## src/sv/codon_usage_histogram_assert.svh

```systemverilog
// ----------------------------------------------------------------------------
// Codon usage histogram assertion macros
// Shared property forms for the checks in the histogram RTL.
// ----------------------------------------------------------------------------
`ifndef CODON_USAGE_HISTOGRAM_ASSERT_SVH
`define CODON_USAGE_HISTOGRAM_ASSERT_SVH

// Consequent must hold in the same cycle as the antecedent.
`define CUH_ASSERT_NOW(label, clk, rst_n, ante, cons, msg) \
    label: assert property (@(posedge clk) disable iff (!rst_n) (ante) |-> (cons)) \
        else $error(msg);

// Consequent must hold in the cycle after the antecedent.
`define CUH_ASSERT_NEXT(label, clk, rst_n, ante, cons, msg) \
    label: assert property (@(posedge clk) disable iff (!rst_n) (ante) |=> (cons)) \
        else $error(msg);

`endif

```

## src/sv/cuh_pkg.sv

```systemverilog
// ----------------------------------------------------------------------------
// Codon usage histogram package
// Item types, command codes and the codon decode tables.
// ----------------------------------------------------------------------------
package cuh_pkg;

    localparam int NUM_CODONS  = 64;
    localparam int NUM_AMINOS  = 22;
    localparam int CODON_W     = 6;
    localparam int AMINO_W     = 5;
    localparam int BASE_W      = 8;
    localparam int CMD_W       = 2;
    localparam int OUT_COUNT_W = 32;

    localparam logic [BASE_W-1:0] ASCII_A = 8'h41;
    localparam logic [BASE_W-1:0] ASCII_C = 8'h43;
    localparam logic [BASE_W-1:0] ASCII_G = 8'h47;
    localparam logic [BASE_W-1:0] ASCII_T = 8'h54;
    localparam logic [BASE_W-1:0] ASCII_U = 8'h55;

    typedef enum logic [CMD_W-1:0] {
        CMD_CLEAR      = 2'd0,
        CMD_COUNT      = 2'd1,
        CMD_READ_CODON = 2'd2,
        CMD_READ_AMINO = 2'd3
    } t_cmd;

    typedef struct packed {
        logic [CMD_W-1:0]   cmd;
        logic [BASE_W-1:0]  base_first;
        logic [BASE_W-1:0]  base_second;
        logic [BASE_W-1:0]  base_third;
        logic [CODON_W-1:0] read_index;
    } t_in_item;

    typedef struct packed {
        logic [CODON_W-1:0]     codon_index;
        logic [AMINO_W-1:0]     amino_index;
        logic                   item_valid;
        logic [OUT_COUNT_W-1:0] count_value;
    } t_out_item;

    // Result of decoding one codon.
    typedef struct packed {
        logic               ok;
        logic [CODON_W-1:0] cidx;
        logic [AMINO_W-1:0] aidx;
    } t_dec;

    // Table position of each codon, indexed by its natural base-4 code
    // (A=0, C=1, G=2, T=3, first base most significant).
    localparam logic [CODON_W-1:0] CODON_POS [NUM_CODONS] = '{
        6'd21, 6'd30, 6'd22, 6'd31, 6'd48, 6'd49, 6'd50, 6'd51,
        6'd38, 6'd60, 6'd39, 6'd59, 6'd18, 6'd19, 6'd29, 6'd20,
        6'd36, 6'd16, 6'd37, 6'd17, 6'd32, 6'd33, 6'd34, 6'd35,
        6'd40, 6'd41, 6'd42, 6'd43, 6'd23, 6'd24, 6'd25, 6'd26,
        6'd8,  6'd6,  6'd9,  6'd7,  6'd0,  6'd1,  6'd2,  6'd3,
        6'd12, 6'd13, 6'd14, 6'd15, 6'd52, 6'd53, 6'd54, 6'd55,
        6'd61, 6'd57, 6'd62, 6'd58, 6'd44, 6'd45, 6'd46, 6'd47,
        6'd63, 6'd4,  6'd56, 6'd5,  6'd27, 6'd10, 6'd28, 6'd11
    };

    // Amino-acid group of each table position.
    localparam logic [AMINO_W-1:0] AMINO_OF_POS [NUM_CODONS] = '{
        5'd0,  5'd0,  5'd0,  5'd0,  5'd1,  5'd1,  5'd2,  5'd2,
        5'd3,  5'd3,  5'd4,  5'd4,  5'd5,  5'd5,  5'd5,  5'd5,
        5'd6,  5'd6,  5'd7,  5'd7,  5'd7,  5'd8,  5'd8,  5'd9,
        5'd9,  5'd9,  5'd9,  5'd9,  5'd9,  5'd10, 5'd11, 5'd11,
        5'd12, 5'd12, 5'd12, 5'd12, 5'd13, 5'd13, 5'd14, 5'd14,
        5'd14, 5'd14, 5'd14, 5'd14, 5'd15, 5'd15, 5'd15, 5'd15,
        5'd16, 5'd16, 5'd16, 5'd16, 5'd17, 5'd17, 5'd17, 5'd17,
        5'd18, 5'd19, 5'd19, 5'd20, 5'd20, 5'd21, 5'd21, 5'd21
    };

    // Returns {ok, 2-bit base code}; U is taken as T.
    function automatic logic [2:0] norm_base(input logic [BASE_W-1:0] b);
        logic [2:0] r;
        case (b)
            ASCII_A: r = 3'b100;
            ASCII_C: r = 3'b101;
            ASCII_G: r = 3'b110;
            ASCII_T: r = 3'b111;
            ASCII_U: r = 3'b111;
            default: r = 3'b000;
        endcase
        return r;
    endfunction

endpackage

```

## src/sv/cuh_ram.sv

```systemverilog
// ----------------------------------------------------------------------------
// Codon usage histogram counter memory
// Simple dual-port synchronous RAM with registered read.
// ----------------------------------------------------------------------------
module cuh_ram #(
    parameter int WIDTH = 32,
    parameter int DEPTH = 64,
    localparam int AW   = $clog2(DEPTH)
) (
    input  logic             i_clk,
    input  logic             i_rd_en,
    input  logic [AW-1:0]    i_rd_addr,
    output logic [WIDTH-1:0] o_rd_data,
    input  logic             i_wr_en,
    input  logic [AW-1:0]    i_wr_addr,
    input  logic [WIDTH-1:0] i_wr_data
);

    logic [WIDTH-1:0] r_mem [DEPTH];
    logic [WIDTH-1:0] r_rd_data;

    // Read-first: a read of the entry written at the same edge returns old data.
    always_ff @(posedge i_clk) begin
        if (i_rd_en) begin
            r_rd_data <= r_mem[i_rd_addr];
        end
        if (i_wr_en) begin
            r_mem[i_wr_addr] <= i_wr_data;
        end
    end

    assign o_rd_data = r_rd_data;

endmodule

```

## src/sv/cuh_decode.sv

```systemverilog
// ----------------------------------------------------------------------------
// Codon usage histogram codon decoder
// Maps three ASCII bases to table position and amino-acid group.
// ----------------------------------------------------------------------------
module cuh_decode (
    input  logic [cuh_pkg::BASE_W-1:0] i_base_first,
    input  logic [cuh_pkg::BASE_W-1:0] i_base_second,
    input  logic [cuh_pkg::BASE_W-1:0] i_base_third,
    output cuh_pkg::t_dec              o_dec
);
    import cuh_pkg::*;

    logic [2:0]         w_b1;
    logic [2:0]         w_b2;
    logic [2:0]         w_b3;
    logic [CODON_W-1:0] w_nat;
    logic [CODON_W-1:0] w_pos;

    always_comb begin
        w_b1  = norm_base(i_base_first);
        w_b2  = norm_base(i_base_second);
        w_b3  = norm_base(i_base_third);
        w_nat = {w_b1[1:0], w_b2[1:0], w_b3[1:0]};
        w_pos = CODON_POS[w_nat];
        o_dec.ok = w_b1[2] & w_b2[2] & w_b3[2];
        // Invalid codons report index zero.
        o_dec.cidx = o_dec.ok ? w_pos : '0;
        o_dec.aidx = o_dec.ok ? AMINO_OF_POS[w_pos] : '0;
    end

endmodule

```

## src/sv/codon_usage_histogram.sv

```systemverilog
// ----------------------------------------------------------------------------
// Codon usage histogram
// Decodes codons, keeps saturating codon and amino-acid counters in RAM.
// ----------------------------------------------------------------------------
//
//  Channel | Direction | Handshake               | Payload
//  --------+-----------+-------------------------+---------------------------
//  in      | input     | i_in_valid / o_in_stall | i_in_item  (t_in_item)
//  out     | output    | o_out_valid/ i_out_stall| o_out_item (t_out_item)
//
//  The block takes one item per cycle when the output side keeps up; the
//  counter RAMs are read at acceptance into the update stage, and the
//  read-modify-write completes from there into the output register once
//  that register is free.
//  Reset is synchronous and active low; it clears all counters at once by
//  dropping the per-entry valid bits, so no clearing pass is needed.
//  A stalled output holds the result register, then the update stage, and
//  the input stalls only when both are full.
//
module codon_usage_histogram #(
    parameter int COUNT_WIDTH = 32
) (
    input  logic               i_clk,
    input  logic               i_rst_n,
    input  logic               i_in_valid,
    output logic               o_in_stall,
    input  cuh_pkg::t_in_item  i_in_item,
    output logic               o_out_valid,
    input  logic               i_out_stall,
    output cuh_pkg::t_out_item o_out_item
);
    import cuh_pkg::*;

    `include "codon_usage_histogram_assert.svh"

    // Saturating increment of one counter.
    function automatic logic [COUNT_WIDTH-1:0] sat_inc(input logic [COUNT_WIDTH-1:0] v);
        return (&v) ? v : v + COUNT_WIDTH'(1);
    endfunction

    // ------------------------------------------------------------------
    // Acceptance and decode
    // ------------------------------------------------------------------
    t_dec                w_dec;
    logic                w_accept;
    logic                w_out_free;
    logic                w_s1_free;
    logic                w_s1_adv;
    logic                w_in_ok;
    logic [CODON_W-1:0]  w_rd_caddr;
    logic [AMINO_W-1:0]  w_rd_aaddr;
    logic                r_s1_valid;

    cuh_decode u_decode (
        .i_base_first  (i_in_item.base_first),
        .i_base_second (i_in_item.base_second),
        .i_base_third  (i_in_item.base_third),
        .o_dec         (w_dec)
    );

    // The output register is free when empty or being taken this cycle.
    assign w_out_free = !o_out_valid || !i_out_stall;
    assign w_s1_adv   = r_s1_valid && w_out_free;
    assign w_s1_free  = !r_s1_valid || w_out_free;
    assign o_in_stall = !w_s1_free;
    assign w_accept   = i_in_valid && w_s1_free;

    // Work out which counter entries this item touches.
    always_comb begin
        w_in_ok    = 1'b1;
        w_rd_caddr = '0;
        w_rd_aaddr = '0;
        case (i_in_item.cmd)
            CMD_CLEAR: begin
                w_in_ok = 1'b1;
            end
            CMD_COUNT: begin
                w_in_ok    = w_dec.ok;
                w_rd_caddr = w_dec.cidx;
                w_rd_aaddr = w_dec.aidx;
            end
            CMD_READ_CODON: begin
                w_rd_caddr = i_in_item.read_index;
            end
            CMD_READ_AMINO: begin
                w_in_ok = (i_in_item.read_index < CODON_W'(NUM_AMINOS));
                // Out-of-range reads use entry zero; their value is dropped.
                w_rd_aaddr = w_in_ok ? i_in_item.read_index[AMINO_W-1:0] : '0;
            end
            default: begin
                w_in_ok = 1'b0;
            end
        endcase
    end

    // ------------------------------------------------------------------
    // Update stage: counter RAMs and their valid bits
    // ------------------------------------------------------------------
    logic [CMD_W-1:0]       r_s1_cmd;
    logic                   r_s1_ok;
    logic [CODON_W-1:0]     r_s1_caddr;
    logic [AMINO_W-1:0]     r_s1_aaddr;

    logic [NUM_CODONS-1:0]  r_cval;
    logic [NUM_AMINOS-1:0]  r_aval;

    logic                   r_fwd_c_en;
    logic [CODON_W-1:0]     r_fwd_c_addr;
    logic [COUNT_WIDTH-1:0] r_fwd_c_data;
    logic                   r_fwd_a_en;
    logic [AMINO_W-1:0]     r_fwd_a_addr;
    logic [COUNT_WIDTH-1:0] r_fwd_a_data;

    logic [COUNT_WIDTH-1:0] w_c_rd;
    logic [COUNT_WIDTH-1:0] w_a_rd;
    logic [COUNT_WIDTH-1:0] w_cur_c;
    logic [COUNT_WIDTH-1:0] w_cur_a;
    logic [COUNT_WIDTH-1:0] w_new_c;
    logic [COUNT_WIDTH-1:0] w_new_a;
    logic                   w_wr;
    logic                   w_clr;

    cuh_ram #(
        .WIDTH (COUNT_WIDTH),
        .DEPTH (NUM_CODONS)
    ) u_codon_ram (
        .i_clk     (i_clk),
        .i_rd_en   (w_accept),
        .i_rd_addr (w_rd_caddr),
        .o_rd_data (w_c_rd),
        .i_wr_en   (w_wr),
        .i_wr_addr (r_s1_caddr),
        .i_wr_data (w_new_c)
    );

    cuh_ram #(
        .WIDTH (COUNT_WIDTH),
        .DEPTH (NUM_AMINOS)
    ) u_amino_ram (
        .i_clk     (i_clk),
        .i_rd_en   (w_accept),
        .i_rd_addr (w_rd_aaddr),
        .o_rd_data (w_a_rd),
        .i_wr_en   (w_wr),
        .i_wr_addr (r_s1_aaddr),
        .i_wr_data (w_new_a)
    );

    // The RAM data was read at acceptance. A write to the same entry at that
    // very edge is not in it yet, so the last write is forwarded. An entry
    // whose valid bit is low was cleared and reads as zero.
    always_comb begin
        if (r_fwd_c_en && (r_fwd_c_addr == r_s1_caddr)) begin
            w_cur_c = r_fwd_c_data;
        end else begin
            w_cur_c = r_cval[r_s1_caddr] ? w_c_rd : '0;
        end
        if (r_fwd_a_en && (r_fwd_a_addr == r_s1_aaddr)) begin
            w_cur_a = r_fwd_a_data;
        end else begin
            w_cur_a = r_aval[r_s1_aaddr] ? w_a_rd : '0;
        end
        w_new_c = sat_inc(w_cur_c);
        w_new_a = sat_inc(w_cur_a);
    end

    assign w_wr  = w_s1_adv && (r_s1_cmd == CMD_COUNT) && r_s1_ok;
    assign w_clr = w_s1_adv && (r_s1_cmd == CMD_CLEAR);

    // ------------------------------------------------------------------
    // Result formatting
    // ------------------------------------------------------------------
    t_out_item n_out_item;

    always_comb begin
        n_out_item = '0;
        case (r_s1_cmd)
            CMD_CLEAR: begin
                n_out_item.item_valid = 1'b1;
            end
            CMD_COUNT: begin
                if (r_s1_ok) begin
                    n_out_item.codon_index = r_s1_caddr;
                    n_out_item.amino_index = r_s1_aaddr;
                    n_out_item.item_valid  = 1'b1;
                    n_out_item.count_value = OUT_COUNT_W'(w_new_c);
                end
            end
            CMD_READ_CODON: begin
                n_out_item.item_valid  = 1'b1;
                n_out_item.count_value = OUT_COUNT_W'(w_cur_c);
            end
            CMD_READ_AMINO: begin
                if (r_s1_ok) begin
                    n_out_item.item_valid  = 1'b1;
                    n_out_item.count_value = OUT_COUNT_W'(w_cur_a);
                end
            end
            default: begin
                n_out_item = '0;
            end
        endcase
    end

    // ------------------------------------------------------------------
    // Registers
    // ------------------------------------------------------------------
    logic      r_out_valid;
    t_out_item r_out_item;

    always_ff @(posedge i_clk) begin
        if (!i_rst_n) begin
            r_s1_valid  <= 1'b0;
            r_out_valid <= 1'b0;
            r_cval      <= '0;
            r_aval      <= '0;
            r_fwd_c_en  <= 1'b0;
            r_fwd_a_en  <= 1'b0;
        end else begin
            if (w_s1_free) begin
                r_s1_valid <= w_accept;
            end
            if (w_out_free) begin
                r_out_valid <= r_s1_valid;
            end
            if (w_clr) begin
                r_cval <= '0;
                r_aval <= '0;
            end else if (w_wr) begin
                r_cval[r_s1_caddr] <= 1'b1;
                r_aval[r_s1_aaddr] <= 1'b1;
            end
            // The forwarded write only changes when the update stage moves,
            // so a stalled item still sees the write that raced its read.
            if (w_s1_adv) begin
                r_fwd_c_en <= w_wr;
                r_fwd_a_en <= w_wr;
            end
        end
    end

    always_ff @(posedge i_clk) begin
        if (w_accept) begin
            r_s1_cmd   <= i_in_item.cmd;
            r_s1_ok    <= w_in_ok;
            r_s1_caddr <= w_rd_caddr;
            r_s1_aaddr <= w_rd_aaddr;
        end
        if (w_s1_adv) begin
            r_out_item   <= n_out_item;
            r_fwd_c_addr <= r_s1_caddr;
            r_fwd_c_data <= w_new_c;
            r_fwd_a_addr <= r_s1_aaddr;
            r_fwd_a_data <= w_new_a;
        end
    end

    assign o_out_valid = r_out_valid;
    assign o_out_item  = r_out_item;

    // ------------------------------------------------------------------
    // Assertions
    // ------------------------------------------------------------------
    `CUH_ASSERT_NEXT(a_clear_drops_valid, i_clk, i_rst_n, w_clr,
        (r_cval == '0) && (r_aval == '0), "clear left a counter valid")
    `CUH_ASSERT_NEXT(a_write_sets_valid, i_clk, i_rst_n, w_wr,
        r_fwd_c_en && r_cval[r_fwd_c_addr] && r_aval[r_fwd_a_addr],
        "counter write did not mark its entries valid")
    `CUH_ASSERT_NEXT(a_stage_holds, i_clk, i_rst_n, r_s1_valid && !w_out_free,
        r_s1_valid && $stable(r_s1_caddr) && $stable(r_s1_cmd),
        "update stage changed while output stalled")
    `CUH_ASSERT_NOW(a_amino_addr_range, i_clk, i_rst_n, r_s1_valid,
        r_s1_aaddr < AMINO_W'(NUM_AMINOS), "amino counter address out of range")
    `CUH_ASSERT_NOW(a_invalid_is_zero, i_clk, i_rst_n, o_out_valid && !o_out_item.item_valid,
        (o_out_item.count_value == '0) && (o_out_item.codon_index == '0),
        "invalid result carries data")

endmodule

```

## config.mk

```make
export PLATFORM = sky130hd
export DESIGN_NAME = codon_usage_histogram
export DESIGN_NICKNAME = d
export VERILOG_FILES = /design/src/sv/cuh_pkg.sv /design/src/sv/cuh_ram.sv /design/src/sv/cuh_decode.sv /design/src/sv/codon_usage_histogram.sv
export VERILOG_INCLUDE_DIRS = /design/src /design/src/sv
export SDC_FILE = /design/constraint.sdc
export NUM_CORES = 2
export LEC_CHECK = 0
export BUFFER_PORTS_ARGS = -buffer_cell sky130_fd_sc_hd__buf_2
export CAP_MARGIN = 5
export CORE_UTILIZATION = 54
export CTS_CLUSTER_SIZE = 12
export DETAILED_ROUTE_END_ITERATION = 8
export PLACE_DENSITY = 0.7
export SLEW_MARGIN = 0
export SYNTH_ARGS = -nofsm -noshare
export SYNTH_HDL_FRONTEND = slang
export SYNTH_HIERARCHICAL = 1
export SYNTH_SLANG_ARGS = --single-unit
export TNS_END_PERCENT = 5
```

## constraint.sdc

```tcl
create_clock -name i_clk -period 13.9 [get_ports i_clk]
set_clock_uncertainty 0.2 [all_clocks]
set_input_delay 0.695 -clock i_clk [delete_from_list [all_inputs] [get_ports i_clk]]
set_output_delay 0.695 -clock i_clk [all_outputs]
set_load 0.01 [all_outputs]
```

After elaboration in Yosys (flattened, before gate mapping)
Memory sizes are Yosys's and may differ from the RTL's. A register that Yosys moved wholly into a read port is not among the register bits.
Cells that the tools add are included.

word-level totals
  input bits = 36
  memory bits (writable) = 2752
  flip-flop bits (word level) = 222
  memory bits (read-only) = 704
  memories = 4
  output and inout port bits = 46

memories
  name               words  width  rd ports  clocked after memory_dff  wr ports  line              text
  u_codon_ram.r_mem  64     32     1         1                         1         cuh_ram.sv:19     logic [WIDTH-1:0] r_mem [DEPTH];
  u_amino_ram.r_mem  22     32     1         1                         1         cuh_ram.sv:19
  (no name shown)    64     6      1         0                         0         cuh_decode.sv:24  w_pos = CODON_POS[w_nat];
  (no name shown)    64     5      1         0                         0         cuh_decode.sv:28  o_dec.aidx = o_dec.ok ? AMINO_OF_POS[w_pos] : '0;

operators by class
  reductions and logical operators = 24
  bitwise gates (word level) = 7
  $add $sub $neg = 2
  eq/ne operators = 23
  multiplexer cells = 33
  magnitude comparators = 7

operators by type and width
  cell                                                                   count
  32-bit 2-to-1 mux                                                      6
  8-bit by 7-bit == test with 1-bit output, second input constant        15
  32-bit one-hot mux with 3 select lines                                 1
  33-bit 2-to-1 mux                                                      2
  32-bit by 1-bit adder with 32-bit output, second input constant        2
  64-bit bitwise OR                                                      1
  32-bit AND reduction                                                   2
  3-bit one-hot mux with 4 select lines                                  3
  22-bit bitwise OR                                                      1
  5-bit 2-to-1 mux                                                       4
  6-bit 2-to-1 mux                                                       3
  7-bit >= comparator, second input constant                             2
  6-bit inverter with 7-bit output                                       2
  6-bit one-hot mux with 2 select lines                                  1
  5-bit one-hot mux with 2 select lines                                  1
  2-bit OR reduction                                                     5
  1-bit logical AND                                                      9
  2-bit == test, second input constant                                   4
  6-bit by 7-bit < comparator with 1-bit output, second input constant   1
  1-bit binary-select mux with 6-bit select                              1
  1-bit demux with 6-bit select                                          1
  6-bit == test                                                          1
  6-bit by 1-bit >= comparator with 1-bit output, second input constant  1
  5-bit by 6-bit < comparator with 1-bit output, second input constant   1
  other kinds (15)                                                       26

Depth between registers and ports, before layout
  word-level depth = 13
  gate-level depth with buffers = 23
  mapped depth without buffers = 18

By module
The synthesis kept the hierarchy.

modules (own cells, without submodules)
  module                 area each (µm²)  sequential area each (µm²)  cells each  instances
  cuh_ram (u_codon_ram)  78835.6          62459.9                     3324        1
  cuh_ram (u_amino_ram)  28426.0          22101.2                     1396        1
  codon_usage_histogram  11168.2          5775.5                      1094        1
  cuh_decode             1173.6           0.0                         169         1

Worst setup path after synthesis
OpenSTA, ideal clock, no wires.

  path type = input to register
  start = input port i_out_stall
  end = memory u_codon_ram.r_mem[49][0], enable pin
  library setup time = 461 ps
  data required time = 13239 ps
  path buffers = 0
  arrival = 6629 ps
  stages = 8
  slack = 6610 ps
  path through = nand2_1 -> nand2_1 -> inv_1 -> nand2_1 -> inv_1 -> nor2b_1 -> nand4_1 -> nor3_1

between the ends
  cells in the longest elaborated chain, start to end = 7

ends and longest elaborated chain
  what                                    line                          text
  from (decl)                             codon_usage_histogram.sv:29   input logic i_out_stall,
  1-bit logical NOT                       codon_usage_histogram.sv:62   assign w_out_free = !o_out_valid || !i_out_stall;
  1-bit logical OR                        codon_usage_histogram.sv:62
  1-bit logical AND                       codon_usage_histogram.sv:63   assign w_s1_adv = r_s1_valid && w_out_free;
  net w_s1_adv                            codon_usage_histogram.sv:48   logic w_s1_adv;
  1-bit logical AND (2 in series)         codon_usage_histogram.sv:167  assign w_wr = w_s1_adv && (r_s1_cmd == CMD_COUNT) && r_s1_ok;
  net w_wr                                codon_usage_histogram.sv:120  logic w_wr;
  1-bit 2-to-1 mux                        cuh_ram.sv:27                 if (i_wr_en) begin
  1-bit 2-to-1 mux (implied by the code)  cuh_ram.sv:28                 r_mem[i_wr_addr] <= i_wr_data;
  to (decl)                               cuh_ram.sv:19

The timed path passes the listed nets, and every way through them passes these cells.

==> parameters.txt <==
Parameter                              Value

Run status
  Status    finished, final reports clean

Logic synthesis
  Post-synthesis sequential element count    3038
  Post-synthesis cell type with the largest combined area    sky130_fd_sc_hd__edfxtp_1
  Commonest cells in the synthesized netlist    2949 x sky130_fd_sc_hd__edfxtp_1, 610 x sky130_fd_sc_hd__mux4_2, 365 x sky130_fd_sc_hd__nor2_1, 342 x sky130_fd_sc_hd__mux2i_1, 174 x sky130_fd_sc_hd__a21oi_1
  Synth Net Count    6038
  Most instantiated library cell after synthesis    sky130_fd_sc_hd__edfxtp_1
  Sequential-to-total area share from yosys stat    75.5%
  Synth top area cells    sky130_fd_sc_hd__edfxtp_1 74%, sky130_fd_sc_hd__mux4_2 11%, sky130_fd_sc_hd__mux2i_1 2.9%
  Yosys cell types    103
  Area of the mapped netlist    between 0.1 and 0.15 mm²
  EDFF count, synth    between 2000 and 3000
  Async set-or-reset flop fraction in the synthesized netlist    0%
  Most used DFF post-synth    sky130_fd_sc_hd__edfxtp_1
  Synth warn    6
  Post-synth top area share    between 70% and 80%
  Post-Syn Instances    between 5000 and 6000
  Average instance area after synthesis    between 15 and 20 µm²

Place
  Placed wire-length estimate after detailed placement    ~170 mm
  Routability-driven placement congestion ratio    a little under 0.9
  Port Buffers    81

Min path
  Worst min path class    input pin to register
  Hold wc startpoint    i_in_item[1]
  End point of the worst hold path    r_s1_aaddr[1]
  Worst hold stages    2

Drt
  # DRC    0
  TritonRoute pass-1 iters    5
  Wire length on met3    between 30 and 40 mm
  Sum of routed wire segments on met1    about 120 mm
  Vias per Instance    roughly 6.7
  Starting DRC count in detailed routing    roughly 8700
  Final routed wire length divided by cell count    ~33 µm
  Total wirelength of the detailed-routed design    slightly above 300 mm
  Post-route ant nets    0
  Met2 routed WL    approximately 150 mm
  Vias post-DR    between 60000 and 70000
  Uppermost metal layer occupied by signal nets    met5

STA
  RSZ-0062 raised after global routing    no
  Final period utilization    50.7%
  Final slew viol count    0
  Final TNS setup    0 ns
  Setup violations, final    0
  Number of hold-slack violations in the final timing report    0
  Max Freq    142 MHz
  Worst slew pin tran    1.36 ns
  Tightest slew margin relative to the limit    8.49%
  Time the final worst path needs with I/O delays and setup    between 7 and 8 ns

Clocking
  Number of CTS-inserted buffers    approximately 330
  Register clock-pin slew on the reported worst setup and hold paths    roughly 0.06 ns
  Clock buffer depth    4
  Number of sinks on the clock net    slightly above 3000
  Max H-tree Level    5
  Cells resized by post-CTS repair    0
  Skew-Pair Late Insertion Delay    between 0.9 and 1 ns
  Clock root buffer    sky130_fd_sc_hd__clkbuf_16
  CTS tree    built

Setup path
  Path type of the worst setup path    input pin to register
  Critical path, cell by cell    buf_2 -> and3b_1 -> o21ai_1 -> ha_1 -> o21ai_0 -> a221o_1 -> o31ai_1 -> a221oi_1 -> and2_1 -> a22oi_1 -> nor2_4 -> buf_12 -> buf_4 -> buf_4 -> mux4_2 -> mux4_2 -> o22ai_1 -> nor2_1
  Minimum setup slack among reg-to-reg paths    7.14 ns
  Critical path launch point    i_in_item[10]
  Critical Path RT    14.37 ns
  Reg2Reg Depth    12
  Worst-path cell with the longest stage delay    sky130_fd_sc_hd__buf_4
  Maximum single-stage delay on the critical path    approximately 0.8 ns
  Critical path launch point type    input pin
  Highest fanout seen on the critical path    between 80 and 90
  R2r endpoint    u_codon_ram/r_mem[6][3]
  Endpoint type of the worst setup path    register
  Worst R2R Start    r_s1_caddr[2]
  Arrival @ worst endpoint    between 7 and 8 ns

Floorplan
  Overall die area    ~0.22 mm²
  Die width    473 µm
  Top-level port count    between 80 and 90
  Initial core utilization    54.4%
  Die boundary height    approximately 470 µm
  Core area    ~0.22 mm²
  Number of standard-cell rows in the floorplan    ~170

Global routing
  Initial antenna violation count    16
  Total routing usage reported by global routing    between 20% and 30%
  Largest net degree at the start of global routing    about 130
  Congestion Overflow GR    0
  First-pass GRT wire length    441 mm
  Via count of the first global-routing pass    a little over 60000

Final layout
  Fraction of final layout cells sized beyond drive strength 1    between 20% and 30%
  Layout overhead on the synthesized area    12.3%
  Fin nets    6348

Power
  Worst-case vdd ir drop    0.000144 V
  Leakage Power    42.8 nW
  Power density relative to cell area    approximately 140 mW/mm²
  Total power of the final layout    0.0186 W

Flow run
  Max-cap violation count    0
[report_power, final]
group | total (W) | internal (W) | switching (W) | leakage [nW]
Sequential | 0.0101 | 0.0101 | 0.0000389 | 29.3
Clock | 0.00780 | 0.00450 | 0.00330 | 4.54
Combinational | 0.000666 | 0.000199 | 0.000466 | 9.03
[metal layers]
metal | vias up | global-route usage, %
met1 | 32900 | 38.9
li1 | 25300 | -
met2 | 3974 | 43.1
met4 | 8 | 9.78
met3 | 635 | 6.65
met5 | - | 0
[state kept, by name (all words and copies together) (netlist names), 6 cells and up]
name                   flops
r_s1_caddr                 6
r_fwd_c_addr               6
o_out_item                44
r_fwd_c_data              32
u_amino_ram/r_mem        704
u_amino_ram/o_rd_data     32
r_aval                    22
r_cval                    64
r_fwd_a_data              32
u_codon_ram/r_mem       2048
u_codon_ram/o_rd_data     32
[critical path: cells and delay by family]
family	cells	cell delay, ns
adder cells (fa/ha/maj)	1	0.40
AO/OA/AOI/OAI	7	2.33
buffers and inverters	4	2.12
AND/OR/NAND/NOR	4	0.66
multiplexers	2	1.09
[logic make-up (layout without fill, tap and decap cells)]
kind of cell | after synthesis | after routing | share of synthesized area [%]
muxes | 966 | 966 | 14.6
buffers and inverters | 343 | 820 | 1.58
other | 0 | 8 | 0
DFF | 3038 | 3038 | 75.5
AOI/OAI and AO/OA | 654 | 654 | 3.91
adders and majority gates | 19 | 19 | 0.199
and+or+nand+nor | 897 | 897 | 3.70
xor gates and xnor gates | 66 | 66 | 0.483
[area by class of cell]
class	count	area, µm²
sequential	3038	90300
fill	15200	85700
multi-input combinational	2602	28600
clock buffer	418	8730
tap	2958	3700
timing repair buffer	307	2210
clock inverter	77	567
inverter	18	72.6
antenna	8	20.0
[repair_timing]
action / 4_1_cts / 5_1_grt
hold buffers: 7 / 0
buffers inserted: 0 / 0
hold endpoints to repair: 5 / 0
[cell usage in the layout, fill, tap and decap left out, types with 20 or more instances in the layout]
| cell type | Yosys | final |
|---|---|---|
| sky130_fd_sc_hd__edfxtp_1 | 2949 | 2949 |
| sky130_fd_sc_hd__mux4_2 | 610 | 610 |
| sky130_fd_sc_hd__mux2i_1 | 342 | 341 |
| sky130_fd_sc_hd__clkbuf_16 | 0 | 335 |
| sky130_fd_sc_hd__nor2_1 | 365 | 274 |
| sky130_fd_sc_hd__buf_4 | 38 | 212 |
| sky130_fd_sc_hd__a21oi_1 | 174 | 173 |
| sky130_fd_sc_hd__nand2_1 | 171 | 170 |
| sky130_fd_sc_hd__a22oi_1 | 139 | 139 |
| sky130_fd_sc_hd__nor2_4 | 0 | 90 |
| sky130_fd_sc_hd__o22ai_1 | 89 | 89 |
| sky130_fd_sc_hd__dfxtp_1 | 89 | 89 |
| sky130_fd_sc_hd__buf_2 | 88 | 81 |
| sky130_fd_sc_hd__clkbuf_1 | 128 | 79 |
| sky130_fd_sc_hd__nor2b_1 | 62 | 60 |
| sky130_fd_sc_hd__nand3_1 | 54 | 54 |
| sky130_fd_sc_hd__nand4_1 | 50 | 50 |
| sky130_fd_sc_hd__clkinv_1 | 0 | 38 |
| sky130_fd_sc_hd__a211oi_2 | 30 | 30 |
| sky130_fd_sc_hd__o21ai_0 | 29 | 29 |
| sky130_fd_sc_hd__nor3_1 | 30 | 28 |
| sky130_fd_sc_hd__o221ai_1 | 28 | 28 |
| sky130_fd_sc_hd__and2_1 | 22 | 22 |
| sky130_fd_sc_hd__a221o_1 | 22 | 22 |
| sky130_fd_sc_hd__xnor2_1 | 32 | 21 |
| sky130_fd_sc_hd__clkinv_2 | 0 | 21 |
| sky130_fd_sc_hd__nand2b_1 | 22 | 20 |
[worst max-delay path by stage]
stage	to
final	u_codon_ram/o_rd_data[10]
after global placement	u_codon_ram/o_rd_data[10]
after detailed placement	u_codon_ram/o_rd_data[10]
after global routing	u_codon_ram/o_rd_data[10]
after CTS	u_codon_ram/o_rd_data[10]
after floorplan	u_codon_ram/r_mem[49][0]
[stage by stage]
step,utilization [%],instance area [µm²],hold slack (ns),cells,setup WS [ns]
after floorplan,-,120000,0.228,5983,6.61
after detailed placement,56.8,125000,0.253,8915,5.84
after global routing,61.0,134000,0.122,9418,6.45
final,61.0,134000,0.136,9426,6.86
after CTS,61.0,134000,0.0881,9417,6.83
after global placement,56.8,125000,0.242,8915,5.86
Note: power is estimated with default switching activity, not from simulation.
